## src/rtl/core/pwl_pkg.sv

```systemverilog
// Shared types and constants for the piecewise linear curve core.
// Used by the front end, the back end, the top level and the checker.
package pwl_pkg;

  localparam logic [1:0] FUNC_CLEAR  = 2'd0;
  localparam logic [1:0] FUNC_INSERT = 2'd1;
  localparam logic [1:0] FUNC_EVAL   = 2'd2;

  localparam logic [2:0] ST_OK    = 3'd0;
  localparam logic [2:0] ST_DUP   = 3'd1;
  localparam logic [2:0] ST_FULL  = 3'd2;
  localparam logic [2:0] ST_RANGE = 3'd3;
  localparam logic [2:0] ST_EMPTY = 3'd4;

  localparam int XW = 17;
  localparam logic [XW-1:0] X_ONE = 17'h10000;
  localparam logic signed [31:0] Y_MAX = 32'sh7fffffff;
  localparam logic signed [31:0] Y_MIN = 32'sh80000000;

  typedef struct packed {
    logic [1:0]         func;
    logic signed [31:0] x_value;
    logic signed [31:0] y_value;
  } in_item_t;

  typedef struct packed {
    logic signed [31:0] result_y;
    logic [2:0]         status;
  } out_item_t;

  typedef struct packed {
    logic [1:0]         func;
    logic               x_ok;
    logic [XW-1:0]      qx;
    logic signed [31:0] y;
  } cmd_t;

endpackage

```

## src/rtl/core/pwl_front.sv

```systemverilog
// Front end: classifies each incoming beat and holds it in a two-entry queue.
// Depends on pwl_pkg for the item and command types.
module pwl_front (
  input  logic              clk,
  input  logic              rst_n,
  input  logic              in_valid,
  output logic              in_ready,
  input  pwl_pkg::in_item_t in_data,
  output logic              q_valid,
  output pwl_pkg::cmd_t     q_data,
  input  logic              q_pop
);
  import pwl_pkg::*;

  cmd_t       slot_r [2];
  logic       wr_ptr_r, wr_ptr_nxt;
  logic       rd_ptr_r, rd_ptr_nxt;
  logic [1:0] cnt_r, cnt_nxt;
  cmd_t       cls;
  logic       push, pop;

  always_comb begin
    cls.func = in_data.func;
    cls.y    = in_data.y_value;
    cls.x_ok = !in_data.x_value[31] && (in_data.x_value <= $signed({15'd0, X_ONE}));
    if (in_data.x_value[31]) begin
      cls.qx = '0;
    end else if (!cls.x_ok) begin
      cls.qx = X_ONE;
    end else begin
      cls.qx = in_data.x_value[XW-1:0];
    end
  end

  assign in_ready = (cnt_r != 2'd2);
  assign q_valid  = (cnt_r != 2'd0);
  assign q_data   = slot_r[rd_ptr_r];
  assign push     = in_valid && in_ready;
  assign pop      = q_pop && q_valid;

  always_comb begin
    wr_ptr_nxt = push ? !wr_ptr_r : wr_ptr_r;
    rd_ptr_nxt = pop ? !rd_ptr_r : rd_ptr_r;
    cnt_nxt    = cnt_r + {1'b0, push} - {1'b0, pop};
  end

  always_ff @(posedge clk) begin
    if (!rst_n) begin
      wr_ptr_r <= 1'b0;
      rd_ptr_r <= 1'b0;
      cnt_r    <= 2'd0;
    end else begin
      wr_ptr_r <= wr_ptr_nxt;
      rd_ptr_r <= rd_ptr_nxt;
      cnt_r    <= cnt_nxt;
    end
  end

  always_ff @(posedge clk) begin
    if (push) begin
      slot_r[wr_ptr_r] <= cls;
    end
  end

endmodule

```

## src/rtl/core/pwl_back.sv

```systemverilog
// Back end: breakpoint table, sorted insert, scan, divider and interpolation.
// Depends on pwl_pkg; takes commands from pwl_front and drives the result port.
module pwl_back #(
  parameter int MAX_POINTS = 16,
  parameter int FRAC_BITS  = 16
) (
  input  logic               clk,
  input  logic               rst_n,
  input  logic               q_valid,
  input  pwl_pkg::cmd_t      q_data,
  output logic               q_pop,
  output logic               out_valid,
  input  logic               out_ready,
  output pwl_pkg::out_item_t out_data
);
  import pwl_pkg::*;

  localparam int CW = $clog2(MAX_POINTS + 1);
  localparam int IW = $clog2(MAX_POINTS);
  localparam int SW = $clog2(FRAC_BITS);
  localparam int MW = XW + 32;
  localparam int PW = 33 + FRAC_BITS + 1;
  localparam int AW = PW + 1;

  localparam logic [3:0] S_IDLE = 4'd0;
  localparam logic [3:0] S_RD   = 4'd1;
  localparam logic [3:0] S_CMP  = 4'd2;
  localparam logic [3:0] S_SHR  = 4'd3;
  localparam logic [3:0] S_SHW  = 4'd4;
  localparam logic [3:0] S_INS  = 4'd5;
  localparam logic [3:0] S_DIV  = 4'd6;
  localparam logic [3:0] S_MUL  = 4'd7;
  localparam logic [3:0] S_ADD  = 4'd8;
  localparam logic [3:0] S_OUT  = 4'd9;

  logic [MW-1:0] mem [MAX_POINTS];
  logic [MW-1:0] rd_data_r;
  logic [IW-1:0] rd_addr, wr_addr;
  logic [MW-1:0] wr_data;
  logic          wr_en;

  logic [3:0]           state_r, state_nxt;
  logic [CW-1:0]        cnt_r, cnt_nxt;
  logic [CW-1:0]        idx_r, idx_nxt;
  logic [CW-1:0]        pos_r, pos_nxt;
  cmd_t                 cmd_r, cmd_nxt;
  logic [XW-1:0]        prev_x_r, prev_x_nxt;
  logic signed [31:0]   prev_y_r, prev_y_nxt;
  logic signed [31:0]   cur_y_r, cur_y_nxt;
  logic [XW-1:0]        span_r, span_nxt;
  logic [XW-1:0]        rem_r, rem_nxt;
  logic [FRAC_BITS-1:0] quo_r, quo_nxt;
  logic [SW-1:0]        step_r, step_nxt;
  logic signed [PW-1:0] prod_r, prod_nxt;
  logic signed [31:0]   res_y_r, res_y_nxt;
  logic [2:0]           res_st_r, res_st_nxt;
  logic                 out_valid_r, out_valid_nxt;
  out_item_t            out_r, out_nxt;

  logic [XW-1:0]        ex;
  logic signed [31:0]   ey;
  logic                 last;
  logic [CW-1:0]        idx_m1;
  logic [XW:0]          r2;
  logic signed [32:0]   dy;
  logic signed [AW-1:0] sum;

  assign ex     = rd_data_r[MW-1:32];
  assign ey     = rd_data_r[31:0];
  assign last   = (idx_r == cnt_r - 1'b1);
  assign idx_m1 = idx_r - 1'b1;
  assign r2     = {rem_r, 1'b0};
  assign dy     = 33'(cur_y_r) - 33'(prev_y_r);
  assign sum    = AW'(prev_y_r) + AW'(prod_r >>> FRAC_BITS);

  assign out_valid = out_valid_r;
  assign out_data  = out_r;

  always_comb begin
    state_nxt  = state_r;
    cnt_nxt    = cnt_r;
    idx_nxt    = idx_r;
    pos_nxt    = pos_r;
    cmd_nxt    = cmd_r;
    prev_x_nxt = prev_x_r;
    prev_y_nxt = prev_y_r;
    cur_y_nxt  = cur_y_r;
    span_nxt   = span_r;
    rem_nxt    = rem_r;
    quo_nxt    = quo_r;
    step_nxt   = step_r;
    prod_nxt   = prod_r;
    res_y_nxt  = res_y_r;
    res_st_nxt = res_st_r;
    out_nxt    = out_r;
    out_valid_nxt = out_valid_r && !out_ready;
    q_pop      = 1'b0;
    rd_addr    = idx_r[IW-1:0];
    wr_en      = 1'b0;
    wr_addr    = idx_r[IW-1:0];
    wr_data    = rd_data_r;

    unique case (state_r)
      S_IDLE: begin
        if (q_valid) begin
          q_pop      = 1'b1;
          cmd_nxt    = q_data;
          res_y_nxt  = '0;
          res_st_nxt = ST_OK;
          idx_nxt    = '0;
          pos_nxt    = '0;
          state_nxt  = S_OUT;
          case (q_data.func)
            FUNC_CLEAR: begin
              cnt_nxt = '0;
            end
            FUNC_INSERT: begin
              if (!q_data.x_ok) begin
                res_st_nxt = ST_RANGE;
              end else if (cnt_r == '0) begin
                state_nxt = S_INS;
              end else begin
                state_nxt = S_RD;
              end
            end
            FUNC_EVAL: begin
              if (cnt_r == '0) begin
                res_st_nxt = ST_EMPTY;
              end else begin
                state_nxt = S_RD;
              end
            end
            default: begin
            end
          endcase
        end
      end
      S_RD: begin
        state_nxt = S_CMP;
      end
      S_CMP: begin
        if (cmd_r.func == FUNC_INSERT) begin
          if (ex == cmd_r.qx) begin
            res_st_nxt = ST_DUP;
            state_nxt  = S_OUT;
          end else if (cmd_r.qx < ex || last) begin
            pos_nxt = (cmd_r.qx < ex) ? idx_r : cnt_r;
            if (cnt_r >= CW'(MAX_POINTS)) begin
              res_st_nxt = ST_FULL;
              state_nxt  = S_OUT;
            end else if (cmd_r.qx < ex) begin
              idx_nxt   = cnt_r;
              state_nxt = S_SHR;
            end else begin
              state_nxt = S_INS;
            end
          end else begin
            idx_nxt   = idx_r + 1'b1;
            state_nxt = S_RD;
          end
        end else begin
          if (cmd_r.qx < ex) begin
            if (idx_r == '0) begin
              res_y_nxt = ey;
              state_nxt = S_OUT;
            end else begin
              cur_y_nxt = ey;
              span_nxt  = ex - prev_x_r;
              rem_nxt   = cmd_r.qx - prev_x_r;
              quo_nxt   = '0;
              step_nxt  = '0;
              state_nxt = S_DIV;
            end
          end else if (last) begin
            res_y_nxt = (cmd_r.qx == X_ONE) ? ey : '0;
            state_nxt = S_OUT;
          end else begin
            prev_x_nxt = ex;
            prev_y_nxt = ey;
            idx_nxt    = idx_r + 1'b1;
            state_nxt  = S_RD;
          end
        end
      end
      S_SHR: begin
        rd_addr   = idx_m1[IW-1:0];
        state_nxt = S_SHW;
      end
      S_SHW: begin
        wr_en   = 1'b1;
        idx_nxt = idx_m1;
        state_nxt = (idx_m1 == pos_r) ? S_INS : S_SHR;
      end
      S_INS: begin
        wr_en     = 1'b1;
        wr_addr   = pos_r[IW-1:0];
        wr_data   = {cmd_r.qx, cmd_r.y};
        cnt_nxt   = cnt_r + 1'b1;
        state_nxt = S_OUT;
      end
      S_DIV: begin
        if (r2 >= {1'b0, span_r}) begin
          rem_nxt = XW'(r2 - {1'b0, span_r});
          quo_nxt = {quo_r[FRAC_BITS-2:0], 1'b1};
        end else begin
          rem_nxt = r2[XW-1:0];
          quo_nxt = {quo_r[FRAC_BITS-2:0], 1'b0};
        end
        step_nxt = step_r + 1'b1;
        if (step_r == SW'(FRAC_BITS - 1)) begin
          state_nxt = S_MUL;
        end
      end
      S_MUL: begin
        prod_nxt  = PW'(dy * $signed({1'b0, quo_r}));
        state_nxt = S_ADD;
      end
      S_ADD: begin
        if (sum[AW-1:31] == '0 || (&sum[AW-1:31])) begin
          res_y_nxt = sum[31:0];
        end else begin
          res_y_nxt = sum[AW-1] ? Y_MIN : Y_MAX;
        end
        state_nxt = S_OUT;
      end
      S_OUT: begin
        if (!out_valid_r || out_ready) begin
          out_nxt.result_y = res_y_r;
          out_nxt.status   = res_st_r;
          out_valid_nxt    = 1'b1;
          state_nxt        = S_IDLE;
        end
      end
      default: begin
        state_nxt = S_IDLE;
      end
    endcase
  end

  always_ff @(posedge clk) begin
    if (!rst_n) begin
      state_r     <= S_IDLE;
      cnt_r       <= '0;
      out_valid_r <= 1'b0;
    end else begin
      state_r     <= state_nxt;
      cnt_r       <= cnt_nxt;
      out_valid_r <= out_valid_nxt;
    end
  end

  always_ff @(posedge clk) begin
    idx_r    <= idx_nxt;
    pos_r    <= pos_nxt;
    cmd_r    <= cmd_nxt;
    prev_x_r <= prev_x_nxt;
    prev_y_r <= prev_y_nxt;
    cur_y_r  <= cur_y_nxt;
    span_r   <= span_nxt;
    rem_r    <= rem_nxt;
    quo_r    <= quo_nxt;
    step_r   <= step_nxt;
    prod_r   <= prod_nxt;
    res_y_r  <= res_y_nxt;
    res_st_r <= res_st_nxt;
    out_r    <= out_nxt;
  end

  always_ff @(posedge clk) begin
    if (wr_en) begin
      mem[wr_addr] <= wr_data;
    end
    rd_data_r <= mem[rd_addr];
  end

endmodule

```

## src/rtl/core/piecewise_linear_curve_core.sv

```systemverilog
// Top level of the piecewise linear curve core: front end, queue and back end.
// Depends on pwl_pkg, pwl_front and pwl_back.
//
// Usage: each beat on the in_ channel carries a function (clear, insert,
// evaluate), an x and a y in signed Q16.16. Every beat yields exactly one
// beat on the out_ channel with the result y and a status code, in order.
// The front end classifies beats and holds up to two in its queue, so
// in_ready stays high while the back end works or the receiver stalls
// until two beats wait. The back end steps through the breakpoint memory
// one entry at a time, a read state and a compare state per entry (one
// read port, registered data). A clear or an out-of-range insert goes to
// the output state; an insert scans, shifts later entries up, writes the
// point; an evaluate scans, runs FRAC_BITS divider steps, multiplies, sums.
// The result waits in an output register until out_ready; meanwhile the
// back end holds its next result and the queue fills, then in_ready drops.
// After reset the table is empty; breakpoint contents are not cleared.
module piecewise_linear_curve_core #(
  parameter int MAX_POINTS = 16,
  parameter int FRAC_BITS  = 16
) (
  input  logic               clk,
  input  logic               rst_n,
  input  logic               in_valid,
  output logic               in_ready,
  input  pwl_pkg::in_item_t  in_data,
  output logic               out_valid,
  input  logic               out_ready,
  output pwl_pkg::out_item_t out_data
);
  import pwl_pkg::*;

  logic q_valid;
  logic q_pop;
  cmd_t q_data;

  pwl_front u_front (
    .clk      (clk),
    .rst_n    (rst_n),
    .in_valid (in_valid),
    .in_ready (in_ready),
    .in_data  (in_data),
    .q_valid  (q_valid),
    .q_data   (q_data),
    .q_pop    (q_pop)
  );

  pwl_back #(
    .MAX_POINTS (MAX_POINTS),
    .FRAC_BITS  (FRAC_BITS)
  ) u_back (
    .clk       (clk),
    .rst_n     (rst_n),
    .q_valid   (q_valid),
    .q_data    (q_data),
    .q_pop     (q_pop),
    .out_valid (out_valid),
    .out_ready (out_ready),
    .out_data  (out_data)
  );

endmodule

```

## config.mk

```make
export PLATFORM = sky130hd
export DESIGN_NAME = piecewise_linear_curve_core
export DESIGN_NICKNAME = d
export VERILOG_FILES = /design/src/rtl/core/pwl_pkg.sv /design/src/rtl/core/pwl_front.sv /design/src/rtl/core/pwl_back.sv /design/src/rtl/core/piecewise_linear_curve_core.sv
export SDC_FILE = /design/constraint.sdc
export NUM_CORES = 2
export LEC_CHECK = 0
export ABC_AREA = 1
export BUFFER_PORTS_ARGS = -buffer_cell sky130_fd_sc_hd__buf_2
export CORE_UTILIZATION = 45
export CTS_BUF_LIST = sky130_fd_sc_hd__clkbuf_8
export DETAILED_ROUTE_END_ITERATION = 16
export GPL_TIMING_DRIVEN = 1
export SLEW_MARGIN = 40
export SYNTH_ARGS = -nofsm -noshare
export SYNTH_HDL_FRONTEND = slang
export SYNTH_HIERARCHICAL = 1
export SYNTH_SLANG_ARGS = --single-unit
```

## constraint.sdc

```tcl
create_clock -name clk -period 9.4 [get_ports clk]
set_input_delay 0.94 -clock clk [delete_from_list [all_inputs] [get_ports clk]]
set_output_delay 0.94 -clock clk [all_outputs]
set_load 0.1 [all_outputs]
```

==> metrics.csv <==
stage,metric,value,unit
status,run status,"complete, no violations",
drt,Vias,52057,
die,row cnt,147,
die,Starting Density,45.57,%
synth,Yosys warning count,6,
finish,layout cells sized above 1,9.660,%
drt,DRT Wirelength,216.9,mm
worst_setup_path,slowest cell on the critical path,fa_1,
placed_design,dpl hpwl,146.6,mm
finish,"commonest non-fill, non-tap cells in the layout","1188 x edfxtp_1, 1087 x inv_1, 964 x nand2_1",
drt,remaining antenna violation count,0,
worst_setup_path,r2r setup slk,580,ps
worst_setup_path,Reg-to-Reg Start,u_back/prev_y_r[19],
die,chip height,406.2,um
die,core region area,161300,um2
sta,Setup-failing EPs final,0,
grt,total grt overflow,0,
grt,initial antenna violation count,11,
finish,"commonest non-fill, non-tap cell in the layout",edfxtp_1,
sta,Slew HR,36.13,%
worst_setup_path,Required @ worst endpoint,10090,ps
cts,"Clk pin slew, worst setup/hold paths",60,ps
drt,vias per inst,5.503,
die,I/O pins,107,
finish,Nets,7959,
sta,max-slew violation count,0,
finish,Area Growth Syn to Fin,10.38,%
worst_setup_path,Crit path top cell by count,fa_1,
synth,Mapped Nets,7802,
drt,First-pass DRT Iterations,5,
grt,GR Util All Layers,26.60,%
drt,WL per Instance,22.93,um
finish,FILL cells,14690,
worst_setup_path,Worst Setup Start Kind,flip-flop,
synth,ys flop type,edfxtp_1,
sta,Hold Fails Final Rpt,0,
synth,Synth Cell Area,73500,um2
placed_design,port buffer count,106,
worst_setup_path,reg2reg path depth,28,
cts,cts hold-fix bufs,0,
worst_setup_path,max incr delay on CP,720,ps
sta,fmax,0.1133,GHz
cts,CTS Sinks,1252,
worst_setup_path,WP data arrival,9510,ps
grt,vias in the first global route,52934,
die,area of the die,165000,um2
cts,clk_lat worst skew,950,ps
worst_hold_path,Hold Crit Depth,1,
sta,Slew @ Worst Pin,958.1,ps
synth,"Distinct cells, synth",67,
cts,Post-CTS Repair Setup Buffers,0,
synth,#FFs+latches synth,1252,
drt,initial drt markers,4519,
sta,period utilization,93.87,%
finish,FF+latch area,36960,um2
cts,CTS resizes,0,
worst_setup_path,WS Path Type,flip-flop to flip-flop,
worst_setup_path,r2r endpoint,u_back/prod_r[49],
placed_design,GP Congestion,0.9831,
cts,H-tree Lvls,4,
sta,final worst path period need,8824,ps
finish,area of the multi-input gates,31620,um2
grt,largest net degree at the start of global routing,197,
worst_hold_path,Hold Crit Class,primary input to flip-flop,
worst_setup_path,crit path from,u_back/prev_y_r[19],
job,max cap viols,0,
synth,Synth Instances,6965,
sta,Clock Skew,78.45,ps
synth,Avg Inst Size Synth,10.55,um2
cts,root buf cell,clkbuf_8,
drt,DRC viols,0,
cts,CTS tree,done,
cts,Max clock buf depth,3,
worst_setup_path,CP Max Fanout,13,
sta,Total Neg Setup Slack,0,ps
die,Die W,406.2,um
cts,TritonCTS Buffers,205,
synth,number of synthesized flops with an enable pin,1188,
synth,"Seq/Total Area, Yosys",50.28,%
worst_setup_path,end of the critical path,u_back/prod_r[49],
grt,first-pass GRT wire length,326.9,mm
synth,Synth async-reset ratio,0,%
sta,unrepaired setup endpoints after global routing,no,
worst_setup_path,Crit. End Element,flip-flop,
## layer usage
metal	routed length, um	track usage, %
met4	8813	11.01
met2	105100	44.60
met3	13860	4.008
met1	89150	34.41
met5	0	0
## Yosys cell counts (55+ instances only)
library cell / n / share of area [%]
dfxtp_1: 64 / 1.7
o21ai_0: 489 / 3.3
ha_1: 261 / 4.4
nor2_1: 850 / 4.3
o22ai_1: 60 / 0.51
fa_1: 506 / 14
nand3_1: 320 / 2.2
o221ai_1: 140 / 1.7
buf_2: 82 / 0.56
clkbuf_1: 174 / 0.89
a21oi_1: 215 / 1.5
xnor2_1: 55 / 0.66
xor2_1: 72 / 0.86
inv_1: 1011 / 5.2
edfxtp_1: 1188 / 49
o211ai_1: 61 / 0.62
nand2_1: 965 / 4.9
## critical path: cells and delay by family (launching register included)
kind	cells	cell delay (ps)
buffers and inverters	4	300
adder cells (fa/ha/maj)	8	4200
XOR/XNOR	1	90
flip-flops	1	360
AO/OA/AOI/OAI	7	1800
AND/OR/NAND/NOR	8	1830
## cells by family (layout without fill, tap and decap cells)
logic type	after synthesis	after routing	share of synthesized area, %
xor gates and xnor gates	127	127	1.513
AOI/OAI and AO/OA	1122	1122	9.054
and+or+nand+nor	2324	2324	13.09
buffers and inverters	1321	1654	7.046
muxes	52	52	0.7967
DFF	1252	1252	50.28
adders and majority gates	767	767	18.22
other	0	2	0
## per-stage QoR
stage	hold WS (ps)	instances	setup slack, ps	utilization [%]	instance area, um2
final	174.0	9460	576.2	50.30	81130
after global routing	114.1	9459	173.7	50.30	81130
after CTS	51.03	9456	688.8	50.26	81070
after detailed placement	404.5	9073	639.5	47.67	76900
after global placement	400.9	9056	696.4	47.46	76560
after floorplan	400.3	6965	2293	-	73500
## how the worst min path moves through the flow
stage / slack, ps / endpoint / startpoint
4_1_cts: 50 / u_front/slot_r[0][28] / in_data[28]
5_1_grt: 110 / u_front/slot_r[0][28] / in_data[28]
3_3_place_gp: 400 / u_back/out_data[19] / u_back/res_y_r[16]
6_report: 170 / u_front/slot_r[0][28] / in_data[28]
3_5_place_dp: 400 / u_back/out_data[7] / u_back/res_y_r[4]
2_1_floorplan: 400 / u_back/out_data[0] / u_back/res_st_r[0]
## flip-flops by register name (all words and copies together), names as in the netlist, 16 cells and up, named ones only
signal	flops
u_back/rem_r	17
u_back/mem	784
u_front/slot_r	104
u_back/quo_r	16
u_back/out_data	35
u_back/res_y_r	32
u_back/span_r	17
u_back/cmd_r	51
u_back/prod_r	34
u_back/rd_data_r	49
u_back/prev_x_r	17
u_back/cur_y_r	32
u_back/prev_y_r	32
## layout make-up
type / count / area share [%]
inverters: 1031 / 4.792
clock inverters: 152 / 1.228
diodes: 2 / 0.006169
flip-flops and latches: 1252 / 45.55
clock buffers: 231 / 3.919
repair buffers: 240 / 2.202
well taps: 2160 / 3.331
multi-input cells: 4392 / 38.97
Power is not shown: default switching activity piles up to over one toggle a cycle in this logic, so the estimate is an artifact.
